File: src/hw/rtl/crcdf_pkg.sv
// Shared types, codes and the CRC-16/MODBUS byte step for the frame deframer.
`default_nettype none

package crcdf_pkg;

    localparam int unsigned BYTE_W  = 8;
    localparam int unsigned CRC_W   = 16;
    localparam int unsigned CFG_IDX_W = 2;
    localparam int unsigned Q_DEPTH = 4;
    localparam int unsigned Q_PTR_W = $clog2(Q_DEPTH);
    localparam int unsigned Q_CNT_W = $clog2(Q_DEPTH + 1);

    localparam logic [CRC_W-1:0]  CRC_INIT  = 16'hFFFF;
    localparam logic [CRC_W-1:0]  CRC_POLY  = 16'hA001;
    localparam logic [BYTE_W-1:0] SYNC_FIRST_RST  = 8'hA5;
    localparam logic [BYTE_W-1:0] SYNC_SECOND_RST = 8'h5A;
    localparam logic [BYTE_W-1:0] END_MARKER_RST  = 8'hFF;

    typedef enum logic [CFG_IDX_W-1:0] {
        CFG_SYNC_FIRST  = 2'd0,
        CFG_SYNC_SECOND = 2'd1,
        CFG_END_MARKER  = 2'd2
    } t_cfg_idx;

    typedef enum logic [2:0] {
        KIND_PASS      = 3'd0,
        KIND_PAYLOAD   = 3'd1,
        KIND_GOOD      = 3'd2,
        KIND_CRC_ERR   = 3'd3,
        KIND_TRAIL_ERR = 3'd4
    } t_kind;

    typedef enum logic [2:0] {
        PH_HUNT   = 3'd0,
        PH_SYNC2  = 3'd1,
        PH_LEN    = 3'd2,
        PH_CMD    = 3'd3,
        PH_DATA   = 3'd4,
        PH_CRC_HI = 3'd5,
        PH_CRC_LO = 3'd6,
        PH_TRAIL  = 3'd7
    } t_phase;

    typedef struct packed {
        logic                 wr_en;
        logic [CFG_IDX_W-1:0] index;
        logic [BYTE_W-1:0]    data;
    } t_cfg_wr;

    // One classified byte: an optional frame result followed by an optional passthrough.
    typedef struct packed {
        logic              prim_valid;
        t_kind             prim_kind;
        logic              pass_valid;
        logic [BYTE_W-1:0] rx_byte;
        logic [BYTE_W-1:0] command;
        logic [BYTE_W-1:0] length;
    } t_rec;

    function automatic logic [CRC_W-1:0] crc_byte(input logic [CRC_W-1:0] crc,
                                                  input logic [BYTE_W-1:0] b);
        logic [CRC_W-1:0] c;
        c = crc ^ {{(CRC_W-BYTE_W){1'b0}}, b};
        for (int k = 0; k < BYTE_W; k++) begin
            if (c[0]) begin
                c = (c >> 1) ^ CRC_POLY;
            end else begin
                c = c >> 1;
            end
        end
        return c;
    endfunction

endpackage

`default_nettype wire

File: src/hw/rtl/crc16_frame_deframer.sv
// Top level of the sync/length framed byte deframer with CRC-16/MODBUS check.
//
//  channel   handshake              payload
//  -------   ---------------------  -----------------------------------------------
//  input     i_push / o_full        i_rx_byte
//  result    o_empty / i_pop        o_kind, o_byte_value, o_command, o_payload_length,
//                                   o_last
//  config    i_cfg_wr_en            i_cfg_index, i_cfg_data
//
// One byte is taken per cycle while o_full is low; the parser and byte-wide CRC step finish it in that cycle.
// A byte causing two results occupies the result port for two pop transactions.
// The four-entry record queue sets when o_full rises under a stalled consumer.
// Synchronous active-low reset; no clearing pass, the block is ready the cycle after.
`default_nettype none

module crc16_frame_deframer (
    input  wire logic       i_clk,
    input  wire logic       i_rst_n,
    input  wire logic       i_push,
    output logic            o_full,
    input  wire logic [7:0] i_rx_byte,
    output logic            o_empty,
    input  wire logic       i_pop,
    output logic [2:0]      o_kind,
    output logic [7:0]      o_byte_value,
    output logic [7:0]      o_command,
    output logic [7:0]      o_payload_length,
    output logic            o_last,
    input  wire logic       i_cfg_wr_en,
    input  wire logic [1:0] i_cfg_index,
    input  wire logic [7:0] i_cfg_data
);
    import crcdf_pkg::*;

    t_cfg_wr cfg;
    t_rec    rec, head;
    logic    rec_valid, q_rd, q_full, q_empty;

    assign cfg.wr_en = i_cfg_wr_en;
    assign cfg.index = i_cfg_index;
    assign cfg.data  = i_cfg_data;
    assign o_full    = q_full;
    assign o_empty   = q_empty;

    crcdf_front u_front (
        .i_clk       (i_clk),
        .i_rst_n     (i_rst_n),
        .i_cfg       (cfg),
        .i_accept    (i_push && !q_full),
        .i_rx_byte   (i_rx_byte),
        .o_rec_valid (rec_valid),
        .o_rec       (rec)
    );

    crcdf_queue u_queue (
        .i_clk    (i_clk),
        .i_rst_n  (i_rst_n),
        .i_wr     (rec_valid),
        .i_wr_rec (rec),
        .i_rd     (q_rd),
        .o_head   (head),
        .o_full   (q_full),
        .o_empty  (q_empty)
    );

    crcdf_back u_back (
        .i_clk            (i_clk),
        .i_rst_n          (i_rst_n),
        .i_head           (head),
        .i_q_empty        (q_empty),
        .i_pop            (i_pop),
        .o_q_rd           (q_rd),
        .o_kind           (o_kind),
        .o_byte_value     (o_byte_value),
        .o_command        (o_command),
        .o_payload_length (o_payload_length),
        .o_last           (o_last)
    );

endmodule

`default_nettype wire

File: src/hw/rtl/crcdf_front.sv
// Front end: configuration registers, frame parser and running CRC; classifies each byte.
`default_nettype none

module crcdf_front (
    input  wire logic              i_clk,
    input  wire logic              i_rst_n,
    input  wire crcdf_pkg::t_cfg_wr i_cfg,
    input  wire logic              i_accept,
    input  wire logic [7:0]        i_rx_byte,
    output logic                   o_rec_valid,
    output crcdf_pkg::t_rec        o_rec
);
    import crcdf_pkg::*;

    logic [BYTE_W-1:0] r_sync_first, r_sync_second, r_end_marker;
    t_phase            r_phase, n_phase;
    logic [BYTE_W-1:0] r_data_count, n_data_count;
    logic [BYTE_W-1:0] r_frame_length, n_frame_length;
    logic [BYTE_W-1:0] r_frame_command, n_frame_command;
    logic [CRC_W-1:0]  r_crc, n_crc;
    logic [BYTE_W-1:0] r_crc_hi, n_crc_hi;

    logic [CRC_W-1:0]  crc_cur, crc_start;
    logic [BYTE_W-1:0] count_inc;
    logic              is_sf, is_ss, is_em, crc_ok, resync;
    t_rec              rec;

    assign crc_cur   = crc_byte(r_crc, i_rx_byte);
    assign crc_start = crc_byte(CRC_INIT, i_rx_byte);
    assign count_inc = r_data_count + 8'd1;
    assign is_sf     = (i_rx_byte == r_sync_first);
    assign is_ss     = (i_rx_byte == r_sync_second);
    assign is_em     = (i_rx_byte == r_end_marker);
    assign crc_ok    = ({r_crc_hi, i_rx_byte} == r_crc);

    // next phase
    always_comb begin
        n_phase = r_phase;
        unique case (r_phase)
            PH_HUNT:   if (is_sf) n_phase = PH_SYNC2;
            PH_SYNC2:  n_phase = is_ss ? PH_LEN : (is_sf ? PH_SYNC2 : PH_HUNT);
            PH_LEN:    n_phase = PH_CMD;
            PH_CMD:    n_phase = (r_frame_length == '0) ? PH_CRC_HI : PH_DATA;
            PH_DATA:   if (count_inc == r_frame_length) n_phase = PH_CRC_HI;
            PH_CRC_HI: n_phase = PH_CRC_LO;
            PH_CRC_LO: n_phase = crc_ok ? PH_TRAIL : (is_sf ? PH_SYNC2 : PH_HUNT);
            PH_TRAIL:  n_phase = is_sf && !is_em ? PH_SYNC2 : PH_HUNT;
            default:   n_phase = PH_HUNT;
        endcase
    end

    // datapath and classification
    always_comb begin
        n_data_count    = r_data_count;
        n_frame_length  = r_frame_length;
        n_frame_command = r_frame_command;
        n_crc           = r_crc;
        n_crc_hi        = r_crc_hi;
        resync          = 1'b0;
        rec.prim_valid  = 1'b0;
        rec.prim_kind   = KIND_PAYLOAD;
        unique case (r_phase)
            PH_HUNT:   resync = is_sf;
            PH_SYNC2: begin
                if (is_ss) n_crc = crc_cur;
                else       resync = is_sf;
            end
            PH_LEN: begin
                n_crc          = crc_cur;
                n_frame_length = i_rx_byte;
            end
            PH_CMD: begin
                n_crc           = crc_cur;
                n_frame_command = i_rx_byte;
                n_data_count    = '0;
            end
            PH_DATA: begin
                n_crc          = crc_cur;
                n_data_count   = count_inc;
                rec.prim_valid = 1'b1;
            end
            PH_CRC_HI: n_crc_hi = i_rx_byte;
            PH_CRC_LO: begin
                if (!crc_ok) begin
                    rec.prim_valid = 1'b1;
                    rec.prim_kind  = KIND_CRC_ERR;
                    resync         = is_sf;
                end
            end
            PH_TRAIL: begin
                rec.prim_valid = 1'b1;
                if (is_em) begin
                    rec.prim_kind = KIND_GOOD;
                end else begin
                    rec.prim_kind = KIND_TRAIL_ERR;
                    resync        = is_sf;
                end
            end
            default: ;
        endcase
        if (resync) begin
            n_data_count = '0;
            n_crc        = crc_start;
        end
        rec.pass_valid = (n_phase == PH_HUNT) && !is_em;
        rec.rx_byte    = i_rx_byte;
        rec.command    = r_frame_command;
        rec.length     = r_frame_length;
    end

    assign o_rec       = rec;
    assign o_rec_valid = i_accept && (rec.prim_valid || rec.pass_valid);

    always_ff @(posedge i_clk) begin
        if (!i_rst_n) begin
            r_sync_first    <= SYNC_FIRST_RST;
            r_sync_second   <= SYNC_SECOND_RST;
            r_end_marker    <= END_MARKER_RST;
            r_phase         <= PH_HUNT;
            r_data_count    <= '0;
            r_frame_length  <= '0;
            r_frame_command <= '0;
            r_crc           <= CRC_INIT;
            r_crc_hi        <= '0;
        end else begin
            if (i_cfg.wr_en) begin
                unique case (i_cfg.index)
                    CFG_SYNC_FIRST:  r_sync_first  <= i_cfg.data;
                    CFG_SYNC_SECOND: r_sync_second <= i_cfg.data;
                    CFG_END_MARKER:  r_end_marker  <= i_cfg.data;
                    default: ;
                endcase
            end
            if (i_accept) begin
                r_phase         <= n_phase;
                r_data_count    <= n_data_count;
                r_frame_length  <= n_frame_length;
                r_frame_command <= n_frame_command;
                r_crc           <= n_crc;
                r_crc_hi        <= n_crc_hi;
            end
        end
    end

endmodule

`default_nettype wire

File: src/hw/rtl/crcdf_queue.sv
// Short record queue between the parser and the result expander.
`default_nettype none

module crcdf_queue (
    input  wire logic            i_clk,
    input  wire logic            i_rst_n,
    input  wire logic            i_wr,
    input  wire crcdf_pkg::t_rec i_wr_rec,
    input  wire logic            i_rd,
    output crcdf_pkg::t_rec      o_head,
    output logic                 o_full,
    output logic                 o_empty
);
    import crcdf_pkg::*;

    t_rec                 r_mem [Q_DEPTH];
    logic [Q_PTR_W-1:0]   r_wr_ptr, r_rd_ptr;
    logic [Q_CNT_W-1:0]   r_count, n_count;
    logic                 do_wr, do_rd;

    assign o_full  = (r_count == Q_CNT_W'(Q_DEPTH));
    assign o_empty = (r_count == '0);
    assign do_wr   = i_wr && !o_full;
    assign do_rd   = i_rd && !o_empty;
    assign o_head  = r_mem[r_rd_ptr];

    always_comb begin
        n_count = r_count;
        case ({do_wr, do_rd})
            2'b10:   n_count = r_count + 1'b1;
            2'b01:   n_count = r_count - 1'b1;
            default: n_count = r_count;
        endcase
    end

    always_ff @(posedge i_clk) begin
        if (do_wr) begin
            r_mem[r_wr_ptr] <= i_wr_rec;
        end
    end

    always_ff @(posedge i_clk) begin
        if (!i_rst_n) begin
            r_wr_ptr <= '0;
            r_rd_ptr <= '0;
            r_count  <= '0;
        end else begin
            if (do_wr) r_wr_ptr <= r_wr_ptr + 1'b1;
            if (do_rd) r_rd_ptr <= r_rd_ptr + 1'b1;
            r_count <= n_count;
        end
    end

endmodule

`default_nettype wire

File: src/hw/rtl/crcdf_back.sv
// Back end: expands each queued record into one or two result transactions.
`default_nettype none

module crcdf_back (
    input  wire logic            i_clk,
    input  wire logic            i_rst_n,
    input  wire crcdf_pkg::t_rec i_head,
    input  wire logic            i_q_empty,
    input  wire logic            i_pop,
    output logic                 o_q_rd,
    output logic [2:0]           o_kind,
    output logic [7:0]           o_byte_value,
    output logic [7:0]           o_command,
    output logic [7:0]           o_payload_length,
    output logic                 o_last
);
    import crcdf_pkg::*;

    // set once the frame result of a two-result record has gone out
    logic r_sub;
    logic show_prim, final_sub;

    assign show_prim = i_head.prim_valid && !r_sub;
    assign final_sub = r_sub || !(i_head.prim_valid && i_head.pass_valid);
    assign o_q_rd    = i_pop && !i_q_empty && final_sub;

    always_comb begin
        if (show_prim) begin
            o_kind           = i_head.prim_kind;
            o_byte_value     = (i_head.prim_kind == KIND_PAYLOAD) ? i_head.rx_byte : '0;
            o_command        = i_head.command;
            o_payload_length = i_head.length;
        end else begin
            o_kind           = KIND_PASS;
            o_byte_value     = i_head.rx_byte;
            o_command        = '0;
            o_payload_length = '0;
        end
        o_last = final_sub;
    end

    always_ff @(posedge i_clk) begin
        if (!i_rst_n) begin
            r_sub <= 1'b0;
        end else if (i_pop && !i_q_empty) begin
            r_sub <= !final_sub;
        end
    end

endmodule

`default_nettype wire
File: config.mk
export PLATFORM = sky130hd
export DESIGN_NAME = crc16_frame_deframer
export DESIGN_NICKNAME = d
export VERILOG_FILES = /design/src/hw/rtl/crcdf_pkg.sv /design/src/hw/rtl/crc16_frame_deframer.sv /design/src/hw/rtl/crcdf_front.sv /design/src/hw/rtl/crcdf_queue.sv /design/src/hw/rtl/crcdf_back.sv
export SDC_FILE = /design/constraint.sdc
export NUM_CORES = 1
export LEC_CHECK = 0
export CORE_MARGIN = 2
export CORE_UTILIZATION = 63
export CTS_CLUSTER_SIZE = 14
export DETAILED_ROUTE_END_ITERATION = 6
export DONT_BUFFER_PORTS = 1
export PLACE_DENSITY = 0.79
export SLEW_MARGIN = 10
export SYNTH_ARGS = -nofsm -noshare
export SYNTH_HDL_FRONTEND = slang
export SYNTH_SLANG_ARGS = --single-unit
File: constraint.sdc
create_clock -name i_clk -period 4.98 [get_ports i_clk]
set_clock_uncertainty 0.15 [all_clocks]
set_input_delay 0.249 -clock i_clk [delete_from_list [all_inputs] [get_ports i_clk]]
set_output_delay 0.249 -clock i_clk [all_outputs]
set_load 0.03 [all_outputs]
# Yosys cells after proc, flatten, opt, wreduce, memory -nomap -nowiden
# Memories as Yosys holds them, arrays and structs flattened. A register that Yosys moved wholly into a read port is not among the register bits.
# Cells that the tools add are included.
# Widths: inputs -> output; s select.
# word_totals
regBits	83
latch_bits	0
mem_bits_rw	116
romBits	0
output_inout_bits	30
elab_cells	139
mem_count	1
# memory_table
memory	words	word_bits	read_ports	rd_ports_with_merged_regs	wr	line	text
u_queue.r_mem	4	29	1	1	1	crcdf_queue.sv:16	t_rec r_mem [Q_DEPTH];
# classes
addsub	5
n_mul	0
div	0
order_cmp	0
eq_ne	19
shift	0
muxes	47
bitwise	18
reduce_logical	36
# ops
op	n
$mux 16	18
$not 2->3	16
$mux 8	5
$eq 8x8->1	4
$pmux 16 s2	1
$pmux 3 s8	1
$mux 3	6
$eq 16x16->1	1
$not 8->16	1
$pmux 8 s2	1
$xor 16x8->16	1
$eq 3x3->1 const B	5
$reduce_and 2->1	7
$pmux 3 s2	2
$logic_and 1x1->1	10
$logic_not 3->1	3
$add 8x1->8 const B	1
$logic_not 8->1	1
$mux 1	8
$eq 3x1->1 const B	2
$eq 3x2->1 const B	2
$logic_not 1->1	6
$reduce_bool 3->1	2
$add 2x1->2 const B	2
other kinds (15)	19

# Depth between registers and ports, before layout
# Gate-level depths: netlist of the first run.
# depth
ltp_word	20
mapped_depth	16

# Modules after synthesis
# From an unflattened synthesis of the first run, not the netlist that was laid out.
# hier_totals
hier_cells	782
hier_area_um2	9420.3
# modules_own_cells
mod	instances	cells_each	area_per_inst_um2
crcdf_queue	1	205	4689.5
crcdf_front	1	536	4408.0
crcdf_back	1	40	309.0
crc16_frame_deframer	1	1	13.8

# Worst setup path before layout of the first run
# Ideal clock, no wire load.
# synth_timing
path_kind	input to register
start	input i_rx_byte[0]
end	register u_queue.r_count[2]
setup_time_ps	71
t_arrival_ps	3346
path_slack_ps	1413
cell_stages	16
path_buffers	1
cell_sequence	buf_4 -> xnor2_1 -> ha_1 -> and4_1 -> nand2_1 -> nor4_1 -> o22ai_1 -> o211a_1 -> o21a_1 -> inv_1 -> ha_1 -> inv_1 -> fa_1 -> xor2_1 -> or3_1 -> a21oi_1
# synth_lines
element	line	text
from (decl)	crc16_frame_deframer.sv:21	input wire logic [7:0] i_rx_byte,
to (signal assigned)	crcdf_queue.sv:50	r_count <= n_count;
to (decl)	crcdf_queue.sv:18	logic [Q_CNT_W-1:0] r_count, n_count;

==> flow_metrics.tcl, run 1 <==
set metrics [dict create \
    status "completed" \
    cts_root_buffer "clkbuf_16" \
    crit_family "simple AND/OR/NAND/NOR gates" \
    grt_pass1_vias 5587 \
    yosys_warnings 0 \
    synthArstFlopShare 0 \
    cp_max_fo 7 \
    wl_per_cell_um 21.1 \
    slew_headroom 0.327 \
    routed-via-count 5504 \
    cts_setup_buffers 0 \
    stdcell_area_um2 9980 \
    mostFrequentLayoutCells "edfxtp_1 (116), dfxtp_1 (84), nor2_1 (59)" \
    wl_um 19300 \
    die_h_um 124 \
    die_w_um 124 \
    drc 0 \
    cp-start-kind "flop" \
    cts_tree "built" \
    crit_arrival_ns 4.20 \
    setup_violations 0 \
    drv_cap 0 \
    synth_seq_cells 201 \
    core_um2 14000 \
    hold_buffers 20 \
    syn_inst 709 \
    min_period_ns 3.94 \
    seq_area_frac_synth 0.568 \
    tightest_slew_ns 1.01 \
    clock_path_buffers 3 \
    ir_drop_v 0.000298 \
    synth-edff-count 116 \
    start_util 0.650 \
    cts.sinks 201 \
    final_core_util 0.710 \
    dpl.hpwl_um 11800 \
    area_delta_synth_final_pct 9.31 \
    cpPeakStageDelay_ns 0.51 \
    grt_use_total 0.250 \
    num_antenna_cells 0 \
    drt-initial-drc-count 377 \
    die_area_um2 15500 \
    crit_chain "xnor2_1 > ha_1 > and4_1 > nand2_1 > nor4_1 > o22ai_1 > o211a_1 > o21a_1 > inv_1 > ha_1 > inv_1 > fa_1 > xor2_1 > or3_1 > a21oi_1" \
    final_common_cell "edfxtp_1" \
    via_per_inst 6.02 \
    dr.pass1.iters 5 \
    max_freq_ghz 0.254 \
    synth_ff_type "edfxtp_1" \
    globalplace.congestion 0.887 \
    antenna_found_initial 0 \
    fin_crit_sh 0.792 \
    ys_types 61 \
    htree_num_levels 1 \
    synthesis.area_um2 9130 \
    cp_slowest_cell "nor4_1" \
    whs_ns 0.0174 \
    grt_pass1_wl_um 30800 \
    rows 43 \
    grt_overflow 0 \
    power_per_cell_area_nw_per_um2 424 \
    placed_area_um2 9130 \
    grt_max_degree 46 \
    hold_class "input port to flop" \
    io_pins 53 \
    drive_gt1_frac 0.121 \
    nets 754 \
    clk-insertion-delay-late_ns 0.49 \
    synthesis.nets 743 \
    ant_nets 0 \
    path_class "flop to flop" \
    fin_tns_setup_ns 0 \
    clk_pin_slew_ns 0.06 \
    p_leak_nw 3.75 \
    end_kind "flop" \
    rsz0062_at_grt "false" \
    syn_avg_cell_area_um2 12.9 \
    hold_viol_final 0 \
    io_buffers 0 \
    drv_slew 0 \
    cts_buffers 20 \
    worstPathRequired_ns 5.24 \
    postCtsResizedCells 0 \
    critPathBufInv 2 \
]
## final timing paths
kind / slack, ns / startpoint / cells after the start / to
setup / recovery: 1.04 / u_front.r_crc[0] / 15 / u_queue.r_count[2]
hold / removal: 0.02 / i_rx_byte[3] / 4 / u_front.r_crc[9]
setup reg to reg: 1.04 / u_front.r_crc[0] / 15 / u_queue.r_count[2]
hold reg to reg: 0.33 / u_front.r_end_marker[4] / 2 / u_front.r_end_marker[4]
## synthesized netlist by cell type (4+ instances only)
cell | number | area [um2]
clkbuf_1 | 20 | 75.1
buf_6 | 6 | 67.6
nand2b_1 | 10 | 62.6
nand3_1 | 20 | 100
dfxtp_1 | 85 | 1700
buf_2 | 4 | 20.0
nand4_1 | 5 | 31.3
inv_1 | 14 | 52.6
edfxtp_1 | 116 | 3480
nor2_1 | 59 | 221
nand2_1 | 57 | 214
o21ai_0 | 13 | 65.1
nor2b_1 | 30 | 188
xor2_1 | 34 | 298
and2_1 | 4 | 25.0
xnor2_1 | 44 | 385
mux2i_1 | 50 | 500
nor3_1 | 4 | 20.0
a21oi_1 | 17 | 85.1
nor4_1 | 4 | 25.0
a31oi_1 | 8 | 50.1
nor4_2 | 4 | 50.1
mux4_2 | 29 | 653
o211ai_1 | 7 | 52.6
ha_1 | 10 | 125
## area by class of cell
type / count / area [um2]
Clock buffer: 27 / 558
Tap cell: 180 / 225
Fill cell: 938 / 4070
Sequential cell: 201 / 5190
Clock inverter: 9 / 73.8
Inverter: 15 / 56.3
Multi-Input combinational cell: 452 / 3590
Timing Repair Buffer: 30 / 285
## stage by stage
step                power (mW)  worst slack, ns  cells
floorplan                 2.66             1.41    709
global placement          2.77             1.27    858
detailed placement        2.80             1.17    858
CTS                       4.26             1.06    914
global route              4.40            0.771    914
finish                    4.23             1.04    914
## kinds of logic after synthesis
logic type,synth area share
xor+xnor,0.0798
flops,0.568
buf+inv,0.0384
compound gates,0.0511
mux,0.129
fa+ha+maj,0.0159
simple gates,0.117
## power by group
| part | switching, mW | total, mW | leakage (nW) | internal (mW) |
|---|---|---|---|---|
| Sequential | 0.0514 | 1.92 | 1.75 | 1.87 |
| Clock | 0.603 | 1.44 | 0.307 | 0.840 |
| Combinational | 0.562 | 0.873 | 1.69 | 0.311 |
## layer usage
layer,vias to the layer above,GRT usage,part of all wire
met5,-,0,0
met4,0,0.0753,0.024
met3,34,0.0344,0.051
met2,197,0.419,0.49
met1,2713,0.344,0.44
li1,2560,-,-
## worst reg2reg max path: cells and delay by family, from the launching register on
family	cells	cell delay, ns
simple gates	4	1.11
compound gates	4	0.94
fa+ha+maj	3	0.80
xor+xnor	2	0.38
flops	1	0.33
buf+inv	2	0.16
## state kept, by name, indices dropped and copies added, names as in the netlist, named ones only
| name | count |
|---|---|
| u_back.r_sub | 1 |
| u_front.r_crc | 16 |
| u_front.r_crc_hi | 8 |
| u_front.r_data_count | 8 |
| u_front.r_end_marker | 8 |
| u_front.r_frame_command | 8 |
| u_front.r_frame_length | 8 |
| u_front.r_phase | 3 |
| u_front.r_sync_first | 8 |
| u_front.r_sync_second | 8 |
| u_queue.r_count | 3 |
| u_queue.r_mem | 116 |
| u_queue.r_rd_ptr | 2 |
| u_queue.r_wr_ptr | 2 |
No activity file was read; power rests on OpenSTA's default activity.
==> inputs of run 2 (changes only) <==
--- a/config.mk
+++ b/config.mk
@@ -6,11 +6,11 @@
 export NUM_CORES = 1
 export LEC_CHECK = 0
 export CORE_MARGIN = 2
-export CORE_UTILIZATION = 63
+export CORE_UTILIZATION = 57
 export CTS_CLUSTER_SIZE = 14
 export DETAILED_ROUTE_END_ITERATION = 6
 export DONT_BUFFER_PORTS = 1
-export PLACE_DENSITY = 0.79
+export PLACE_DENSITY = 0.75
 export SLEW_MARGIN = 10
 export SYNTH_ARGS = -nofsm -noshare
 export SYNTH_HDL_FRONTEND = slang
==> constraint.sdc (replaced) <==
create_clock -name i_clk -period 3.2 [get_ports i_clk]
set_clock_uncertainty 0.15 [all_clocks]
set_input_delay 0.16 -clock i_clk [delete_from_list [all_inputs] [get_ports i_clk]]
set_output_delay 0.16 -clock i_clk [all_outputs]
set_load 0.03 [all_outputs]
==> run 2 against run 1 <==
  * The flow now finishes with violations (hold timing)
  * Design area increased by 9.2%
  * Core utilization decreased by 2.0 points
  * Sequential power increased by 55%
  * Flip-flop and latch count unchanged
  * Count of clock-buffer cells in the layout decreased by 3
  * Routed wire length increased by 7.0%
  * Critical endpoint unchanged
  * Highest routed layer is now met5
==> flow_metrics.tcl, run 2 (synthesized netlist as in run 1, its figures left out) <==
set metrics [dict create \
    status "finished with violations" \
    violations "hold timing" \
    power_per_cell_area_nw_per_um2 624 \
    die_h_um 131 \
    grt_overflow 0 \
    fillers 1138 \
    cpPeakStageDelay_ns 0.34 \
    fin_crit_sh 0.996 \
    critPathBufInv 2 \
    p_leak_nw 4.14 \
    crit_start "u_front.r_crc[3]" \
    path_common_cell "ha_2" \
    end_kind "flop" \
    num_antenna_cells 0 \
    hold_class "input port to flop" \
    wl_um 20700 \
    hold_viol_final 16 \
    cts_buffers 20 \
    rrSetupSlack_ns 0.01 \
    start_util 0.579 \
    min_period_ns 3.19 \
    cts_tree "built" \
    globalplace.congestion 0.811 \
    dp_slack_ns -0.0740 \
    crit_arrival_ns 3.44 \
    io_pins 53 \
    slew_headroom 0.393 \
    grt_max_degree 46 \
    grt_pass1_vias 6227 \
    nets 844 \
    drv_slew 0 \
    wl_per_cell_um 19.9 \
    reg_top3 "u_queue.r_mem x116, u_front.r_crc x16" \
    cts.sinks 201 \
    drv_cap 0 \
    crit_chain "xnor2_2 > ha_2 > and4_1 > nand2_2 > nor4_4 > o22ai_2 > o211a_1 > o21a_1 > inv_1 > ha_2 > inv_2 > fa_2 > xor2_1 > or3_1 > a21oi_1" \
    rsz0062_at_grt "true" \
    path_class "flop to flop" \
    core_um2 15800 \
    crit_family "simple AND/OR/NAND/NOR gates" \
    dr.pass1.iters 7 \
    tightest_slew_ns 0.910 \
    regMostFlops "u_queue.r_mem" \
    antenna_found_initial 1 \
    setup_ws_ns 0.0144 \
    cp_slowest_cell "dfxtp_2" \
    io_buffers 0 \
    drt-initial-drc-count 400 \
    fin_tns_setup_ns 0 \
    placed_cells_incl_taps 949 \
    die_area_um2 17000 \
    cp_max_fo 3 \
    via_per_inst 5.73 \
    worstPathRequired_ns 3.46 \
    grt_pass1_wl_um 32700 \
    htree_num_levels 1 \
    routed-via-count 5962 \
    setup_violations 0 \
    grt_use_total 0.251 \
    clk-insertion-delay-late_ns 0.50 \
    stdcell_area_um2 10900 \
    min_from "i_rst_n" \
    final_common_cell "edfxtp_1" \
    rows 46 \
    clk_pin_slew_ns 0.06 \
    stdcell_count 1040 \
    ir_drop_v 0.000410 \
    max_freq_ghz 0.314 \
    die_w_um 131 \
    cp-start-kind "flop" \
    drive_gt1_frac 0.193 \
    drc 0 \
    rr_startpoint "u_front.r_crc[3]" \
    dpl.hpwl_um 12100 \
    ant_nets 0 \
    area_delta_synth_final_pct 19.4 \
    power_mw 6.79 \
    largest_reg_flops 116 \
    placed_area_um2 9680 \
    clock_path_buffers 3 \
    whs_ns -0.405 \
    cts_root_buffer "clkbuf_16" \
    mostFrequentLayoutCells "edfxtp_1 (116), dfxtp_1 (81), buf_4 (60)" \
]
-- run 2: cell type report --
class                   count  area [um2]  share of cell area
flip-flops and latches    201        5190               0.476
multi-input cells         452        3660               0.336
repair buffers            120        1100               0.101
clock buffers              24         526              0.0482
well taps                 216         270              0.0248
clock inverters            12        93.8             0.00861
inverters                  15        56.3             0.00517
-- run 2: timing repair --
| action | CTS | global route |
|---|---|---|
| resized for setup | 10 | 2 |
| hold buffers | 52 | 2 |
| pin swaps | 10 | 6 |
| buffers inserted | 1 | 0 |
| hold endpoints to repair | 107 | 24 |
| endpoints found under the setup margin | 9 | 10 |
-- run 2: final timing paths --
check                            endpoint  cells past startpoint
setup reg to reg       u_queue.r_count[2]                     15
setup / recovery       u_queue.r_count[2]                     15
hold / removal          u_front.r_crc[12]                      1
hold reg to reg   u_front.r_data_count[7]                      1
-- run 2: power by group --
group	switching [mW]	leakage [nW]	internal, mW
logic	0.914	2.09	0.709
registers	0.0710	1.75	2.90
clock network	0.940	0.304	1.26
-- run 2: routing by layer --
metal,vias up,track usage,share of wire
li1,2747,-,-
met1,2938,0.305,0.40
met2,223,0.438,0.49
met3,52,0.0448,0.066
met4,2,0.112,0.038
met5,-,0,0.00063
-- run 2: metrics by stage --
stage                      util  hold slack (ns)
after floorplan               -            0.109
after global placement    0.614           0.0825
after detailed placement  0.614           0.0841
after CTS                 0.689           -0.429
after global routing      0.691           -0.427
final                     0.691           -0.405
